<file path="src/rtl/irps_pkg.sv">
`timescale 1ns / 1ps
// ---------------------------------------------------------------------------
// irps_pkg
// Types and constants of the IR timing to pulse-symbol packer.
// ---------------------------------------------------------------------------
package irps_pkg;

  // Longest half of a symbol word in ticks
  localparam logic [14:0] PHASE_MAX = 15'h7FFF;

  // Result queue depth and its pointer / count widths
  localparam int QDEPTH = 4;
  localparam int QPW    = 2;
  localparam int QCW    = 3;

  // One result item
  typedef struct packed {
    logic        first_level;
    logic [14:0] first_ticks;
    logic        second_level;
    logic [14:0] second_ticks;
    logic        word_valid;
    logic        run_end;
  } sym_t;

  // Results produced by one item, handed to the result queue
  typedef struct packed {
    logic [1:0] cnt;
    sym_t       r0;
    sym_t       r1;
  } push_t;

endpackage

</file>
<file path="src/rtl/irps_pack.sv">
`timescale 1ns / 1ps
// ---------------------------------------------------------------------------
// irps_pack
// Splits one duration into phases, pairs them with a held phase into
// symbol words and keeps the per-run state.
// ---------------------------------------------------------------------------
module irps_pack #(
  parameter int MAX_DURATIONS = 256
) (
  input  logic          clk,
  input  logic          rst_n,
  input  logic          fire,
  input  logic [15:0]   duration,
  input  logic          final_item,
  output irps_pkg::push_t push
);
  import irps_pkg::*;

  localparam int CAP = 2 * MAX_DURATIONS;
  localparam int TW  = $clog2(CAP + 1);
  localparam logic [TW-1:0] CAP_V = TW'(CAP);

  // run state
  logic          parity_r, parity_nxt;
  logic          held_valid_r, held_valid_nxt;
  logic          held_level_r, held_level_nxt;
  logic [14:0]   held_ticks_r, held_ticks_nxt;
  logic [TW-1:0] total_r, total_nxt;

  logic          lvl;
  logic [1:0]    nph;
  logic [1:0]    k;
  logic [TW-1:0] room;
  logic [2:0]    m;
  logic [14:0]   p0, p1;
  logic [15:0]   rest;
  logic [3:0]    ph_lvl;
  logic [14:0]   ph_tk [4];
  logic [1:0]    nwords;

  always_comb begin
    lvl  = ~parity_r;
    rest = duration - {1'b0, PHASE_MAX};

    // phase lengths: a full phase, then the rest
    p0 = (duration > {1'b0, PHASE_MAX}) ? PHASE_MAX : duration[14:0];
    p1 = (rest > {1'b0, PHASE_MAX}) ? PHASE_MAX : rest[14:0];
    if (duration == 16'd0) begin
      nph = 2'd0;
    end else if (duration <= {1'b0, PHASE_MAX}) begin
      nph = 2'd1;
    end else if (duration == 16'hFFFF) begin
      nph = 2'd3;
    end else begin
      nph = 2'd2;
    end

    // clip to the run's phase capacity
    room = CAP_V - total_r;
    k    = (room >= TW'(nph)) ? nph : room[1:0];
    m    = {2'b00, held_valid_r} + {1'b0, k};

    // phase list: held phase first, then the new ones
    if (held_valid_r) begin
      ph_lvl   = {lvl, lvl, lvl, held_level_r};
      ph_tk[0] = held_ticks_r;
      ph_tk[1] = p0;
      ph_tk[2] = p1;
      ph_tk[3] = 15'd1;
    end else begin
      ph_lvl   = {lvl, lvl, lvl, lvl};
      ph_tk[0] = p0;
      ph_tk[1] = p1;
      ph_tk[2] = 15'd1;
      ph_tk[3] = 15'd0;
    end

    // words: full pairs, plus a padded word or an end marker on the last item
    nwords = m[2:1];
    if (final_item && m[0]) begin
      nwords = nwords + 2'd1;
    end
    if (final_item && nwords == 2'd0) begin
      nwords = 2'd1;
    end

    push.cnt                 = fire ? nwords : 2'd0;
    push.r0.word_valid       = (m != 3'd0);
    push.r0.first_level      = (m != 3'd0) ? ph_lvl[0] : 1'b0;
    push.r0.first_ticks      = (m != 3'd0) ? ph_tk[0] : 15'd0;
    push.r0.second_level     = (m >= 3'd2) ? ph_lvl[1] : 1'b0;
    push.r0.second_ticks     = (m >= 3'd2) ? ph_tk[1] : 15'd0;
    push.r0.run_end          = final_item && (nwords == 2'd1);
    push.r1.word_valid       = 1'b1;
    push.r1.first_level      = ph_lvl[2];
    push.r1.first_ticks      = ph_tk[2];
    push.r1.second_level     = (m == 3'd4) ? ph_lvl[3] : 1'b0;
    push.r1.second_ticks     = (m == 3'd4) ? ph_tk[3] : 15'd0;
    push.r1.run_end          = final_item;

    // next state; the last item returns everything to reset values
    parity_nxt     = ~parity_r;
    held_valid_nxt = m[0];
    held_level_nxt = (m == 3'd1) ? ph_lvl[0] : ph_lvl[2];
    held_ticks_nxt = (m == 3'd1) ? ph_tk[0] : ph_tk[2];
    total_nxt      = total_r + TW'(k);
    if (final_item) begin
      parity_nxt     = 1'b0;
      held_valid_nxt = 1'b0;
      held_level_nxt = 1'b0;
      held_ticks_nxt = 15'd0;
      total_nxt      = '0;
    end
  end

  always_ff @(posedge clk) begin
    if (!rst_n) begin
      parity_r     <= 1'b0;
      held_valid_r <= 1'b0;
      held_level_r <= 1'b0;
      held_ticks_r <= 15'd0;
      total_r      <= '0;
    end else if (fire) begin
      parity_r     <= parity_nxt;
      held_valid_r <= held_valid_nxt;
      held_level_r <= held_level_nxt;
      held_ticks_r <= held_ticks_nxt;
      total_r      <= total_nxt;
    end
  end

endmodule

</file>
<file path="src/rtl/irps_fifo.sv">
`timescale 1ns / 1ps
// ---------------------------------------------------------------------------
// irps_fifo
// Result queue: takes up to two words per cycle, hands out one per cycle while out_ready is high.
// ---------------------------------------------------------------------------
module irps_fifo (
  input  logic            clk,
  input  logic            rst_n,
  input  irps_pkg::push_t push,
  output logic            room2,
  output logic            out_valid,
  input  logic            out_ready,
  output irps_pkg::sym_t  out_sym
);
  import irps_pkg::*;

  sym_t           mem [QDEPTH];
  logic [QPW-1:0] wptr_r, wptr_nxt;
  logic [QPW-1:0] rptr_r, rptr_nxt;
  logic [QCW-1:0] cnt_r, cnt_nxt;
  logic           pop;

  assign out_valid = (cnt_r != '0);
  assign out_sym   = mem[rptr_r];
  assign room2     = (cnt_r <= QCW'(QDEPTH - 2));
  assign pop       = out_valid && out_ready;

  // pointer and fill bookkeeping
  always_comb begin
    wptr_nxt = wptr_r + QPW'(push.cnt);
    rptr_nxt = rptr_r + QPW'(pop);
    cnt_nxt  = cnt_r + QCW'(push.cnt) - QCW'(pop);
  end

  always_ff @(posedge clk) begin
    if (!rst_n) begin
      wptr_r <= '0;
      rptr_r <= '0;
      cnt_r  <= '0;
    end else begin
      wptr_r <= wptr_nxt;
      rptr_r <= rptr_nxt;
      cnt_r  <= cnt_nxt;
    end
  end

  // storage, no reset
  always_ff @(posedge clk) begin
    if (push.cnt != 2'd0) begin
      mem[wptr_r] <= push.r0;
    end
    if (push.cnt == 2'd2) begin
      mem[wptr_r + QPW'(1)] <= push.r1;
    end
  end

endmodule

</file>
<file path="src/rtl/ir_timing_to_pulse_symbols.sv">
`timescale 1ns / 1ps
// ---------------------------------------------------------------------------
// ir_timing_to_pulse_symbols
// Packs IR mark/space durations into two-half pulse-symbol words.
// ---------------------------------------------------------------------------
// Channel | Ports                                   | Transfer
// in      | in_duration, in_final_item              | in_valid & in_ready
// out     | out_first_*, out_second_*, out_word_valid, out_run_end
//                                                   | out_valid & out_ready
//
// An item waits in the input register until the queue has room for two words,
// then is packed in one pass into zero to two words pushed to a 4-entry result
// queue. The queue drains one word per cycle while out_ready is high, so the
// output port sets the sustained rate.
// Input keeps flowing while results wait, until the queue has < 2 free slots.
// Synchronous reset clears the run state, the input register and the queue.
// ---------------------------------------------------------------------------
module ir_timing_to_pulse_symbols #(
  parameter int MAX_DURATIONS = 256
) (
  input  logic        clk,
  input  logic        rst_n,
  input  logic        in_valid,
  output logic        in_ready,
  input  logic [15:0] in_duration,
  input  logic        in_final_item,
  output logic        out_valid,
  input  logic        out_ready,
  output logic        out_first_level,
  output logic [14:0] out_first_ticks,
  output logic        out_second_level,
  output logic [14:0] out_second_ticks,
  output logic        out_word_valid,
  output logic        out_run_end
);
  import irps_pkg::*;

  logic        in_valid_r;
  logic [15:0] dur_r;
  logic        final_r;
  logic        fire;
  logic        room2;
  push_t       push;
  sym_t        out_sym;

  assign fire     = in_valid_r && room2;
  assign in_ready = !in_valid_r || fire;

  // input register
  always_ff @(posedge clk) begin
    if (!rst_n) begin
      in_valid_r <= 1'b0;
    end else if (in_ready) begin
      in_valid_r <= in_valid;
    end
  end

  always_ff @(posedge clk) begin
    if (in_ready && in_valid) begin
      dur_r   <= in_duration;
      final_r <= in_final_item;
    end
  end

  irps_pack #(
    .MAX_DURATIONS(MAX_DURATIONS)
  ) u_pack (
    .clk        (clk),
    .rst_n      (rst_n),
    .fire       (fire),
    .duration   (dur_r),
    .final_item (final_r),
    .push       (push)
  );

  irps_fifo u_fifo (
    .clk       (clk),
    .rst_n     (rst_n),
    .push      (push),
    .room2     (room2),
    .out_valid (out_valid),
    .out_ready (out_ready),
    .out_sym   (out_sym)
  );

  assign out_first_level  = out_sym.first_level;
  assign out_first_ticks  = out_sym.first_ticks;
  assign out_second_level = out_sym.second_level;
  assign out_second_ticks = out_sym.second_ticks;
  assign out_word_valid   = out_sym.word_valid;
  assign out_run_end      = out_sym.run_end;

endmodule

</file>
<file path="config.mk">
export PLATFORM = sky130hd
export DESIGN_NAME = ir_timing_to_pulse_symbols
export DESIGN_NICKNAME = d
export VERILOG_FILES = /design/src/rtl/irps_pkg.sv /design/src/rtl/irps_pack.sv /design/src/rtl/irps_fifo.sv /design/src/rtl/ir_timing_to_pulse_symbols.sv
export SDC_FILE = /design/constraint.sdc
export NUM_CORES = 1
export LEC_CHECK = 0
export BUFFER_PORTS_ARGS = -buffer_cell sky130_fd_sc_hd__buf_4
export CAP_MARGIN = 20
export CORE_ASPECT_RATIO = 0.6
export CORE_MARGIN = 8
export CORE_UTILIZATION = 55
export DETAILED_ROUTE_END_ITERATION = 7
export GPL_TIMING_DRIVEN = 1
export PLACE_DENSITY = 0.73
export SETUP_SLACK_MARGIN = 0.3
export SLEW_MARGIN = 20
export SYNTH_ARGS = -nofsm -noshare
export SYNTH_HDL_FRONTEND = slang
export SYNTH_HIERARCHICAL = 1
export SYNTH_SLANG_ARGS = --single-unit
</file>
<file path="constraint.sdc">
create_clock -name clk -period 10.21 [get_ports clk]
set_input_delay 0 -clock clk [delete_from_list [all_inputs] [get_ports clk]]
set_output_delay 0 -clock clk [all_outputs]
set_load 0.02 [all_outputs]
</file>
# [Word-level counts from Yosys, hierarchy flattened]
# Memories as Yosys holds them, arrays and structs flattened. A register that Yosys moved wholly into a read port is not among the register bits.
# Index checks and enable logic that the tools add are counted.
[totals] regBits=53 ram_bits=136 input_bits=21 output_inout_bits=36 elab_cells=76 n_memories=1
[classes] addsub=10 magnitude_cmp=6 eq_ne=5 muxes=29 n_bitwise=1 reduce_logical=13
[mem_list] name="u_fifo.mem" words=4 width=34 rd=1 rd_ports_with_merged_regs=1 wr=2 line_no="irps_fifo.sv:17" source="sym_t mem [QDEPTH];"
[op_table] op="$mux W15" n=7
[op_table] op="$mux W60" n=1
[op_table] op="$gt A16 B15 Y1 const B" n=2
[op_table] op="$eq A16 B16 Y1 const B" n=1
[op_table] op="$le A16 B15 Y1 const B" n=1
[op_table] op="$logic_not A16 Y1" n=1
[op_table] op="$sub A16 B15 Y16 const B" n=1
[op_table] op="$mux W2" n=7
[op_table] op="$mux W1" n=13
[op_table] op="$add A10 B2 Y10" n=1
[op_table] op="$ge A10 B2 Y1" n=1
[op_table] op="$mux W10" n=1
[op_table] op="$sub A10 B10 Y10 const A" n=1
[op_table] op="$logic_and A1 B1 Y1" n=6
[op_table] op="$reduce_bool A3 Y1" n=2
[op_table] op="$add A2 B1 Y2 const B" n=2
[op_table] op="$add A1 B2 Y3" n=1
[op_table] op="$add A3 B2 Y3" n=1
[op_table] op="$eq A3 B1 Y1 const B" n=1
[op_table] op="$eq A3 B3 Y1 const B" n=1
[op_table] op="$ge A3 B2 Y1 const B" n=1
[op_table] op="$le A3 B2 Y1 const B" n=1
[op_table] op="$sub A3 B1 Y3" n=1
[op_table] op="$add A2 B1 Y2" n=1
[op_table] op="other kinds (8)" n=8

# [Depth between registers and ports, before layout]
# Gate-level depths: netlist of the first run.
[logic_depth] word_depth=16 depth_mapped=21 mapped_depth_nobuf=20

# [By module]
# Netlist of the first run, hierarchy kept.
[modules_own_cells] module="irps_fifo" instances=1 cells_each=374 area_each_um2=7011.7 seq_area_each_um2=4224.1
[modules_own_cells] module="irps_pack" instances=1 cells_each=411 area_each_um2=2836.5 seq_area_each_um2=560.5
[modules_own_cells] module="ir_timing_to_pulse_symbols" instances=1 cells_each=23 area_each_um2=575.6 seq_area_each_um2=530.5

# [Worst setup path after synthesis of the first run]
# OpenSTA, ideal clock, no wires.
[synth_timing] path_type="reg-to-reg" start="register dur_r[0]" end="memory u_fifo/mem[0][0] (netlist bit) (enable)" setup_ns=0.472 arrival_time_ns=6.120 required_time_ns=9.738 path_slack_ns=3.617 path_stages_with_launch=19 n_path_buf=0 synth_period_minus_slack_ns=6.593 cell_sequence="edfxtp_1 -> ha_1 -> nand4_1 -> nor3_1 -> a41oi_1 -> a41oi_1 -> ha_1 -> nand2b_1 -> a21oi_1 -> nand3_1 -> mux2_2 -> ha_1 -> ha_1 -> nor2_1 -> a21oi_1 -> nor2b_1 -> o21a_1 -> o21bai_1 -> o21ai_0"
[synth_lines] item="start, declared" line_no="ir_timing_to_pulse_symbols.sv:39" source="logic [15:0] dur_r;"
[synth_lines] item="start signal, assigned" line_no="ir_timing_to_pulse_symbols.sv:60" source="dur_r <= in_duration;"
[synth_lines] item="end, declared" line_no="irps_fifo.sv:17"

==> metrics.log, run 1 <==
INFO  metric result_of_the_run = finished, final reports clean
INFO  metric number_of_flops_mapped_to_enable_cells_by_yosys = 153
INFO  metric worst-setup-path-type = reg -> reg
INFO  metric floorplan.initialDensity = 55.5%
INFO  metric clk_pin_slew = 0.07 ns
INFO  metric fin_worst_hold_slack = 0.271 ns
INFO  metric finClkSkew = 0.00846 ns
INFO  metric ys_ff_latch = 189
INFO  metric post_cts_buffers = 0
INFO  metric leakage = 4.10 nW
INFO  metric netlist_top_cells_area = edfxtp_1 (44%), mux2_2 (15%), mux4_2 (7.3%)
INFO  metric syn_area = 10400 um2
INFO  metric grt_pass1_wl = 40900 um
INFO  metric global_route_usage_sum = 22.6%
INFO  metric drt_pass1_iterations = 5
INFO  metric timing.max_slew.rel_slack = 23.0%
INFO  metric yosys-top-cells-count = edfxtp_1 (153), mux2_2 (137), nor2_1 (78), a21oi_1 (41), dfxtp_1 (36)
INFO  metric routed_vias_inst = 6.15
INFO  metric drtIter0Drc = 519
INFO  metric antenna_diode_instance_count = 0
INFO  metric synth.yosys.warnings = 6
INFO  metric max_freq = 0.161 GHz
INFO  metric worstSetupEndpointType = register
INFO  metric drive_above_1_share = 33.9%
INFO  metric core_region_area = 18800 um2
INFO  metric cts_max_level = 4
INFO  metric areaGrowthSynthToFinish = 13.4%
INFO  metric crit_path_max_fanout = 35
INFO  metric hpwlAfterDp = 17200 um
INFO  metric maxCapViolations = 0
INFO  metric clockRootBuffer = clkbuf_16
INFO  metric worst_ir_drop_vdd = 102 uV
INFO  metric worst_pin_slew = 1.15 ns
INFO  metric wl_per_cell = 23.5 um
INFO  metric power_density = 202 nW/um2
INFO  metric post_synth_num_cell_types = 72
INFO  metric die-width = 194 um
INFO  metric synth_area_leader_cell = edfxtp_1
INFO  metric setup_violating_endpoint_count_in_the_final_report = 0
INFO  metric gr-total-overflow = 0
INFO  metric holdCritPathClass = in -> reg
INFO  metric finalWirelength = 26300 um
INFO  metric final.setup.tns = 0 ns
INFO  metric min_period = 6.20 ns
INFO  metric synth_area_per_cell = 12.9 um2
INFO  metric antenna_found_initial = 0
INFO  metric yosysMostFrequentCell = edfxtp_1
INFO  metric cts_buffers = 17
INFO  metric clock_net_sink_count = 189
INFO  metric hold_viol = 0
INFO  metric timing.final.max_slew_violations = 0
INFO  metric crit_required = 10.29 ns
INFO  metric post_synth_inst_count = 808
INFO  metric detail_route.drc_violations = 0
INFO  metric vias = 6895
INFO  metric portBuffers = 56
INFO  metric clock_latency = 0.44 ns
INFO  metric critical_path_arrival = 6.28 ns
INFO  metric dominant_synthesized_flop_cell = edfxtp_1
INFO  metric route.antenna.remaining_nets = 0
INFO  metric pin_count_of_the_biggest_net_entering_global_routing = 63
INFO  metric final_core_utilization = 62.9%
INFO  metric seq_area_frac_synth = 51.0%
INFO  metric std_cell_rows = 39
INFO  metric ioPinCount = 57
INFO  metric yosysTopAreaCellShare = 44.1%
INFO  metric cts_max_path_buffers = 2
INFO  metric startpoint_type = register
INFO  metric first_global_vias = 7029
INFO  metric die_height = 123 um
INFO  metric globalplace.congestion = 0.931
INFO  metric asyncSetResetFlopFracSynth = 0%
INFO  metric finalNetCount = 899
INFO  metric grt_setup_unrepaired = no
INFO  metric tritoncts = yes
INFO  metric die_area = 23800 um2
INFO  metric final.period_utilization = 60.7%
## through the flow
step / setup WS (ns) / power (mW) / instances / instance area (um2)
6_report: 4.01 / 2.38 / 1121 / 11800
5_1_grt: 3.62 / 2.48 / 1121 / 11800
4_1_cts: 3.70 / 2.39 / 1121 / 11800
3_5_place_dp: 3.75 / 1.66 / 1067 / 11000
3_3_place_gp: 3.96 / 1.64 / 1067 / 11000
2_1_floorplan: 3.62 / 1.45 / 821 / 10500
## final timing paths
check,slack (ns),from,to,cells past startpoint
worst max register to register,4.01,dur_r[15],u_fifo/mem[2][19],15
worst min-delay path,0.27,in_duration[2],dur_r[2],2
worst max-delay path,4.01,dur_r[15],u_fifo/mem[2][19],15
worst min register to register,0.49,u_pack/held_ticks_r[2],u_pack/held_ticks_r[2],2
## routing by layer
metal | vias to the layer above | part of all wire [%] | track usage, %
li1 | 3149 | - | -
met1 | 3434 | 46 | 30.6
met2 | 274 | 44 | 34.9
met3 | 38 | 8.2 | 6.33
met4 | 0 | 1.6 | 7.75
met5 | - | 0 | 0
## area by class of cell
| class | instances | area, um2 |
|---|---|---|
| clock buffers | 23 | 478 |
| inverters | 23 | 86.3 |
| fillers | 1434 | 6960 |
| multi-input cells | 540 | 4740 |
| well taps | 246 | 308 |
| repair buffers | 91 | 738 |
| clock inverters | 9 | 158 |
| flip-flops and latches | 189 | 5320 |
## flip-flops by register name (all words and copies together) (netlist names)
| register | cells |
|---|---|
| u_pack/held_level_r | 1 |
| dur_r | 16 |
| u_pack/held_valid_r | 1 |
| final_r | 1 |
| u_pack/parity_r | 1 |
| u_fifo/cnt_r | 3 |
| in_valid_r | 1 |
| u_fifo/mem | 136 |
| u_fifo/wptr_r | 2 |
| u_fifo/rptr_r | 2 |
| u_pack/held_ticks_r | 15 |
| u_pack/total_r | 10 |
## placed cells by master (no fill, tap or decap), drive strengths merged, types with 5 or more instances in the layout
cell	synthesis	layout
edfxtp	153	153
o21a	7	7
and4	5	5
o21ai	9	9
a21oi	41	41
nor2	78	78
nand4	9	9
nor4	6	6
a31oi	5	5
dlygate4sd3	0	22
nand2b	6	6
and2	14	14
a22oi	8	8
nand3	10	10
nand2	32	32
mux4	34	34
mux2i	7	7
o2bb2ai	5	5
xnor2	13	13
xor2	8	8
inv	22	24
conb	2	15
dfxtp	36	36
buf	52	69
mux2	139	139
ha	14	14
nor3	17	17
clkbuf	17	23
## power breakdown
group | leakage [nW] | internal, mW | switching, mW | total, mW
combinational | 2.10 | 0.320 | 0.369 | 0.689
sequential | 1.69 | 0.928 | 0.0419 | 0.970
clock | 0.310 | 0.432 | 0.295 | 0.726
total | 4.10 | 1.68 | 0.705 | 2.38
## worst max-delay path, cell delays in order, from the launching register on
cell	delay, ns
edfxtp_1	0.97
clkinv_1	0.54
a41oi_1	0.30
a41oi_1	0.09
ha_1	0.31
nand2b_1	0.14
a21oi_1	0.15
nand3_1	0.16
mux2_2	0.33
ha_1	0.50
a21oi_1	0.13
a311oi_2	0.60
nor4bb_4	0.38
buf_4	0.50
o21bai_4	0.23
buf_4	0.44
## logic make-up after synthesis
logic type | count (synthesis) | synth area share [%]
simple gates | 197 | 9.73
compound gates | 109 | 7.05
other cells | 2 | 0.0720
buf+inv | 92 | 4.79
xor+xnor | 23 | 2.27
mux | 180 | 23.0
flops | 189 | 51.0
fa+ha+maj | 16 | 2.06
## repair_timing
action / in CTS / in global routing
endpoints found under the hold margin: 29 / 0
hold buffers: 22 / 0
gates resized for setup: 0 / 0
Power figures use the tool's default switching activity.
==> run 2: changes to the inputs <==
clock period = 6.25 ns   (was 10.21 ns; I/O delays follow)
==> metrics.log, run 2 (same netlist as run 1, synthesis figures left out) <==
INFO  metric result_of_the_run = finished, final reports clean (unchanged)
INFO  metric min-delay-start = in_duration[11] (was in_duration[2])
INFO  metric crit_path_max_incr_delay = 0.53 ns (was 0.97 ns)
INFO  metric whs_endpoint = dur_r[11] (was dur_r[2])
INFO  metric finalNetCount = 905 (was 899)
INFO  metric portBuffers = 56 (unchanged)
INFO  metric worst_pin_slew = 1.03 ns (was 1.15 ns)
INFO  metric ioPinCount = 57 (unchanged)
INFO  metric detail_route.drc_violations = 0 (unchanged)
INFO  metric largest_registers = u_fifo/mem x136, dur_r x16, u_pack/held_ticks_r x15 (unchanged)
INFO  metric leakage = 4.11 nW (was 4.10 nW)
INFO  metric final_core_utilization = 63.2% (was 62.9%)
INFO  metric floorplan.initialDensity = 55.5% (unchanged)
INFO  metric first_global_vias = 7134 (was 7029)
INFO  metric drt_pass1_iterations = 6 (was 5)
INFO  metric grt_pass1_wl = 41400 um (was 40900 um)
INFO  metric drive_above_1_share = 35.0% (was 33.9%)
INFO  metric post_cts_buffers = 0 (unchanged)
INFO  metric pin_count_of_the_biggest_net_entering_global_routing = 63 (unchanged)
INFO  metric die-width = 194 um (unchanged)
INFO  metric tritoncts = yes (unchanged)
INFO  metric fin_worst_hold_slack = 0.282 ns (was 0.271 ns)
INFO  metric worst_path_max_delay_cell = buf_4 (was edfxtp_1)
INFO  metric routed_vias_inst = 6.20 (was 6.15)
INFO  metric critical_path_arrival = 5.61 ns (was 6.28 ns)
INFO  metric finalWirelength = 26200 um (was 26300 um)
INFO  metric crit_required = 6.44 ns (was 10.29 ns)
INFO  metric cts_max_level = 4 (unchanged)
INFO  metric critical_path.reg2reg.startpoint = dur_r[1] (was dur_r[15])
INFO  metric gr-total-overflow = 0 (unchanged)
INFO  metric core_region_area = 18800 um2 (unchanged)
INFO  metric wl_per_cell = 23.3 um (was 23.5 um)
INFO  metric worst_path_dominant_cell_family = simple AND/OR/NAND/NOR gates (was compound AO/OA/AOI/OAI gates)
INFO  metric clockRootBuffer = clkbuf_16 (unchanged)
INFO  metric worstSetupEndpointType = register (unchanged)
INFO  metric clock_latency = 0.44 ns (about the same)
INFO  metric cts_buffers = 17 (unchanged)
INFO  metric maxCapViolations = 0 (unchanged)
INFO  metric switching_share = 30.9% (was 29.6%)
INFO  metric r2r_cells = 18 (was 15)
INFO  metric max_freq = 0.184 GHz (was 0.161 GHz)
INFO  metric grt_setup_unrepaired = no (unchanged)
INFO  metric areaGrowthSynthToFinish = 13.8% (was 13.4%)
INFO  metric clk_pin_slew = 0.07 ns (about the same)
INFO  metric final.setup.tns = 0 ns (unchanged)
INFO  metric globalplace.congestion = 0.948 (was 0.931)
INFO  metric antenna_diode_instance_count = 0 (unchanged)
INFO  metric holdCritPathClass = in -> reg (unchanged)
INFO  metric cts_max_path_buffers = 2 (unchanged)
INFO  metric crit_path_cell_trace = ha_1, nand4_1, nor3_2, a41oi_1, a41oi_1, ha_1, nand2b_1, a21oi_1, nand3_1, mux2_2, ha_1, nor2_1, a21oi_1, nor2b_1, o21a_2, nor4bb_4, buf_4, mux2_2 (was clkinv_1, a41oi_1, a41oi_1, ha_1, nand2b_1, a21oi_1, nand3_1, mux2_2, ha_1, a21oi_1, a311oi_2, nor4bb_4, buf_4, o21bai_4, buf_4)
INFO  metric cp_num_buf_inv = 1 (was 3)
INFO  metric vias = 6992 (was 6895)
INFO  metric finClkSkew = 0.0135 ns (was 0.00846 ns)
INFO  metric die_height = 123 um (unchanged)
INFO  metric register_containing_the_most_flip_flops_in_the_final_layout = u_fifo/mem (unchanged)
INFO  metric antenna_found_initial = 0 (unchanged)
INFO  metric largest_register_ff_count = 136 (unchanged)
INFO  metric timing.reg2reg.setup_slack = 0.82 ns (was 4.01 ns)
INFO  metric finalPower = 3.83 mW (was 2.38 mW)
INFO  metric drtIter0Drc = 771 (was 519)
INFO  metric worst_ir_drop_vdd = 221 uV (was 102 uV)
INFO  metric worst_r2r_endpoint = u_fifo/mem[2][13] (was u_fifo/mem[2][19])
INFO  metric worst-setup-path-type = reg -> reg (unchanged)
INFO  metric setup_violating_endpoint_count_in_the_final_report = 0 (unchanged)
INFO  metric power.share.sequential = 41.2% (was 40.7%)
INFO  metric min_period = 5.43 ns (was 6.20 ns)
INFO  metric hpwlAfterDp = 17800 um (was 17200 um)
INFO  metric std_cell_rows = 39 (unchanged)
INFO  metric share_clk_of_total_power = 29.2% (was 30.5%)
INFO  metric crit_path_max_fanout = 33 (was 35)
INFO  metric global_route_usage_sum = 22.6% (about the same)
INFO  metric timing.hold.worst_path_depth = 2 (unchanged)
INFO  metric die_area = 23800 um2 (unchanged)
INFO  metric timing.final.max_slew_violations = 0 (unchanged)
INFO  metric startpoint_type = register (unchanged)
INFO  metric power.share.combinational = 29.6% (was 28.9%)
INFO  metric clock_net_sink_count = 189 (unchanged)
INFO  metric hold_viol = 0 (unchanged)
INFO  metric route.antenna.remaining_nets = 0 (unchanged)
INFO  metric power_density = 322 nW/um2 (was 202 nW/um2)
INFO  metric timing.max_slew.rel_slack = 30.1% (was 23.0%)
INFO  metric top_library_cells_by_usage_in_the_layout_fill_and_taps_aside = edfxtp_1 (153), mux2_2 (137), nor2_1 (76), buf_4 (73), a21oi_1 (41) (was edfxtp_1 (153), mux2_2 (137), nor2_1 (76), buf_4 (69), a21oi_1 (41))
INFO  metric commonest_non_fill_non_tap_cell_in_the_layout = edfxtp_1 (unchanged)
INFO  metric crit_path_frequent_cell = ha_1
INFO  metric power.net_switching = 1.18 mW (was 0.705 mW)
INFO  metric final.period_utilization = 86.8% (was 60.7%)
INFO  metric p_int = 2.64 mW (was 1.68 mW)
[run 2: cell types whose count changed in the layout (fill, tap and decap cells not counted), sizes merged]
cell / delta
buf: +7
bufinv: -2
clkinv: +3
clkinvlp: +2
inv: +3
clkbuf: -6
dlygate4sd3: -1
[run 2: stage by stage]
step	cell area, um2	std cells	setup slack [ns]
after floorplan	10500	821	0.502
after global placement	11000	1074	0.712
after detailed placement	11000	1074	0.496
after CTS	11900	1127	0.459
after global routing	11900	1127	0.404
final	11900	1127	0.825
[run 2: layout make-up]
cell class,count,area (um2)
fillers,1412,6920
repair buffers,97,810
clock buffers,17,425
inverters,23,86.3
flip-flops and latches,189,5320
multi-input cells,540,4740
clock inverters,15,183
well taps,246,308
[run 2: timing repair]
action                     in CTS  in global routing
hold endpoints to repair       29                  0
hold buffers                   21                  0
resized for setup               0                  3
setup endpoints to repair       0                232
[run 2: power by group through the flow]
stage	clock network (mW)	registers (mW)	logic (mW)
3_3_place_gp	0	1.60	1.10
2_1_floorplan	0	1.58	0.791
4_1_cts	1.14	1.58	1.14
3_5_place_dp	0	1.60	1.12
5_1_grt	1.18	1.59	1.22
6_report	1.12	1.58	1.13
[run 2: how the worst max path moves through the flow]
stage	startpoint	to	depth (start not counted)
global route	dur_r[0]	u_fifo/mem[0][18]	19
floorplan	dur_r[0]	u_fifo/mem[2][0]	18
CTS	dur_r[0]	u_fifo/mem[0][16]	19
detailed placement	dur_r[0]	u_fifo/mem[0][16]	19
global placement	dur_r[0]	u_fifo/mem[0][13]	19
finish	dur_r[1]	u_fifo/mem[2][13]	18
[run 2: routing by layer]
layer  share of wire, %  track usage, %
met1                 46            32.0
met2                 45            35.1
met3                8.1            5.86
met4               0.96            4.64
met5                  0               0
==> run 3: changes to the inputs <==
CELL_PAD_IN_SITES_DETAIL_PLACEMENT = 0   (was not set)
CELL_PAD_IN_SITES_GLOBAL_PLACEMENT = 1   (was not set)
CORE_UTILIZATION = 40   (was 55)
PLACE_DENSITY = not set   (was 0.73)
PLACE_DENSITY_LB_ADDON = 0.1   (was not set)
==> metrics.log, run 3 (same netlist as run 1, synthesis figures left out) <==
INFO  metric result_of_the_run = finished, final reports clean (unchanged)
INFO  metric clk_pin_slew = 0.07 ns (about the same)
INFO  metric floorplan.initialDensity = 41.0% (was 55.5%)
INFO  metric finalWirelength = 28200 um (was 26200 um)
INFO  metric std_cell_rows = 45 (was 39)
INFO  metric final.fill_count = 2329 (was 1412)
INFO  metric drive_above_1_share = 35.1% (was 35.0%)
INFO  metric hpwlAfterDp = 19000 um (was 17800 um)
INFO  metric grt_pass1_wl = 43200 um (was 41400 um)
INFO  metric ioPinCount = 57 (unchanged)
INFO  metric clock_net_sink_count = 189 (unchanged)
INFO  metric switching_share = 30.7% (was 30.9%)
INFO  metric finClkSkew = 0.00798 ns (was 0.0135 ns)
INFO  metric register_containing_the_most_flip_flops_in_the_final_layout = u_fifo/mem (unchanged)
INFO  metric core_region_area = 25400 um2 (was 18800 um2)
INFO  metric areaGrowthSynthToFinish = 16.0% (was 13.8%)
INFO  metric cts_max_path_buffers = 2 (unchanged)
INFO  metric crit_required = 6.44 ns (about the same)
INFO  metric route.antenna.remaining_nets = 0 (unchanged)
INFO  metric worst_ir_drop_vdd = 190 uV (was 221 uV)
INFO  metric drtIter0Drc = 577 (was 771)
INFO  metric gr-total-overflow = 0 (unchanged)
INFO  metric top_library_cells_by_usage_in_the_layout_fill_and_taps_aside = edfxtp_1 (153), mux2_2 (137), buf_4 (77), nor2_1 (76), a21oi_1 (41) (was edfxtp_1 (153), mux2_2 (137), nor2_1 (76), buf_4 (73), a21oi_1 (41))
INFO  metric power.share.combinational = 29.5% (was 29.6%)
INFO  metric cts_buffers = 17 (unchanged)
INFO  metric power_density = 321 nW/um2 (was 322 nW/um2)
INFO  metric commonest_non_fill_non_tap_cell_in_the_layout = edfxtp_1 (unchanged)
INFO  metric maxCapViolations = 0 (unchanged)
INFO  metric die_area = 31700 um2 (was 23800 um2)
INFO  metric critical_path_arrival = 5.68 ns (was 5.61 ns)
INFO  metric timing.final.max_slew_violations = 0 (unchanged)
INFO  metric tritoncts = yes (unchanged)
INFO  metric hold_viol = 0 (unchanged)
INFO  metric pin_count_of_the_biggest_net_entering_global_routing = 62 (was 63)
INFO  metric antenna_diode_instance_count = 0 (unchanged)
INFO  metric min_period = 5.49 ns (was 5.43 ns)
INFO  metric dpl_cell_area = 11200 um2 (was 11000 um2)
INFO  metric largest_register_ff_count = 136 (unchanged)
INFO  metric fin_worst_hold_slack = 0.262 ns (was 0.282 ns)
INFO  metric final.period_utilization = 87.9% (was 86.8%)
INFO  metric setup_violating_endpoint_count_in_the_final_report = 0 (unchanged)
INFO  metric worst_pin_slew = 1.06 ns (was 1.03 ns)
INFO  metric worstSetupEndpointType = register (unchanged)
INFO  metric power.net_switching = 1.19 mW (was 1.18 mW)
INFO  metric largest_registers = u_fifo/mem x136, dur_r x16, u_pack/held_ticks_r x15 (unchanged)
INFO  metric first_global_vias = 6948 (was 7134)
INFO  metric leakage = 4.19 nW (was 4.11 nW)
INFO  metric global_route_usage_sum = 18.0% (was 22.6%)
INFO  metric routed_vias_inst = 5.47 (was 6.20)
INFO  metric worst_slack = 0.759 ns (was 0.825 ns)
INFO  metric p_int = 2.69 mW (was 2.64 mW)
INFO  metric stdcell_area = 12100 um2 (was 11900 um2)
INFO  metric startpoint_type = register (unchanged)
INFO  metric finalNetCount = 913 (was 905)
INFO  metric vias = 6790 (was 6992)
INFO  metric worst-setup-path-type = reg -> reg (unchanged)
INFO  metric wl_per_cell = 22.8 um (was 23.3 um)
INFO  metric portBuffers = 56 (unchanged)
INFO  metric timing.max_slew.rel_slack = 29.1% (was 30.1%)
INFO  metric clock_latency = 0.45 ns (was 0.44 ns)
INFO  metric final.setup.tns = 0 ns (unchanged)
INFO  metric cts_max_level = 4 (unchanged)
INFO  metric grt_setup_unrepaired = no (unchanged)
INFO  metric finalPower = 3.88 mW (was 3.83 mW)
INFO  metric holdCritPathClass = in -> reg (unchanged)
INFO  metric share_clk_of_total_power = 29.3% (was 29.2%)
INFO  metric globalplace.congestion = 0.865 (was 0.948)
INFO  metric die-width = 224 um (was 194 um)
INFO  metric detail_route.drc_violations = 0 (unchanged)
INFO  metric drt_pass1_iterations = 5 (was 6)
INFO  metric max_freq = 0.182 GHz (was 0.184 GHz)
INFO  metric die_height = 141 um (was 123 um)
INFO  metric clockRootBuffer = clkbuf_16 (unchanged)
INFO  metric power.share.sequential = 41.2% (about the same)
INFO  metric antenna_found_initial = 0 (unchanged)
INFO  metric crit_path_max_fanout = 25 (was 33)
INFO  metric place_worst_setup_slack = 0.672 ns (was 0.496 ns)
## run 3: layout make-up
type	count	area (um2)	area share [%]
flip-flops and latches	189	5320	44.0
multi-input cells	541	4750	39.3
repair buffers	104	898	7.43
well taps	352	440	3.64
clock buffers	19	433	3.58
clock inverters	13	163	1.35
inverters	23	86.3	0.714
## run 3: stage by stage
stage | util, % | cells
after floorplan | - | 821
after global placement | 44.0 | 1181
after detailed placement | 44.0 | 1181
after CTS | 47.2 | 1235
after global routing | 47.5 | 1241
final | 47.5 | 1241
## run 3: what timing repair did
item	4_1_cts	5_1_grt
hold endpoints to repair	26	0
gates resized for setup	0	1
setup buffers	0	5
setup endpoints to repair	0	52
hold buffers	22	0
## run 3: path summary, 6_finish.rpt
kind                                        startpoint  cells past startpoint                     end  slack (ns)
worst min-delay path                   in_duration[13]                      2               dur_r[13]        0.26
worst min register to register  u_pack/held_ticks_r[2]                      2  u_pack/held_ticks_r[2]        0.48
worst max-delay path                          dur_r[0]                     20       u_fifo/mem[2][10]        0.76
worst max register to register                dur_r[0]                     20       u_fifo/mem[2][10]        0.76
## run 3: layer usage
metal  track usage, %  share of wire [%]  up-vias
met2             26.6                 43      193
li1                 -                  -     3171
met1             26.2                 50     3407
met5                0                  0        -
met4             4.08                1.0        0
met3             4.39                5.7       19
## run 3: power groups by stage
stage	combinational [mW]	sequential, mW	clock, mW
after global placement	1.12	1.62	0
after CTS	1.15	1.60	1.16
final	1.14	1.60	1.14
after global routing	1.24	1.61	1.20
after floorplan	0.791	1.58	0
after detailed placement	1.13	1.62	0
## run 3: critical path: stages (launching register included)
cell	delay, ns
edfxtp_1	0.44
ha_1	0.25
nand4_1	0.20
nor3_1	0.19
buf_4	0.16
a41oi_1	0.11
a41oi_1	0.32
ha_1	0.29
nand2b_1	0.15
a21oi_1	0.16
nand3_1	0.16
mux2_2	0.34
ha_1	0.49
nor2_1	0.10
a21oi_1	0.13
nor2b_1	0.10
o21a_1	0.23
buf_4	0.18
nor4bb_4	0.33
buf_4	0.45
mux2_2	0.40
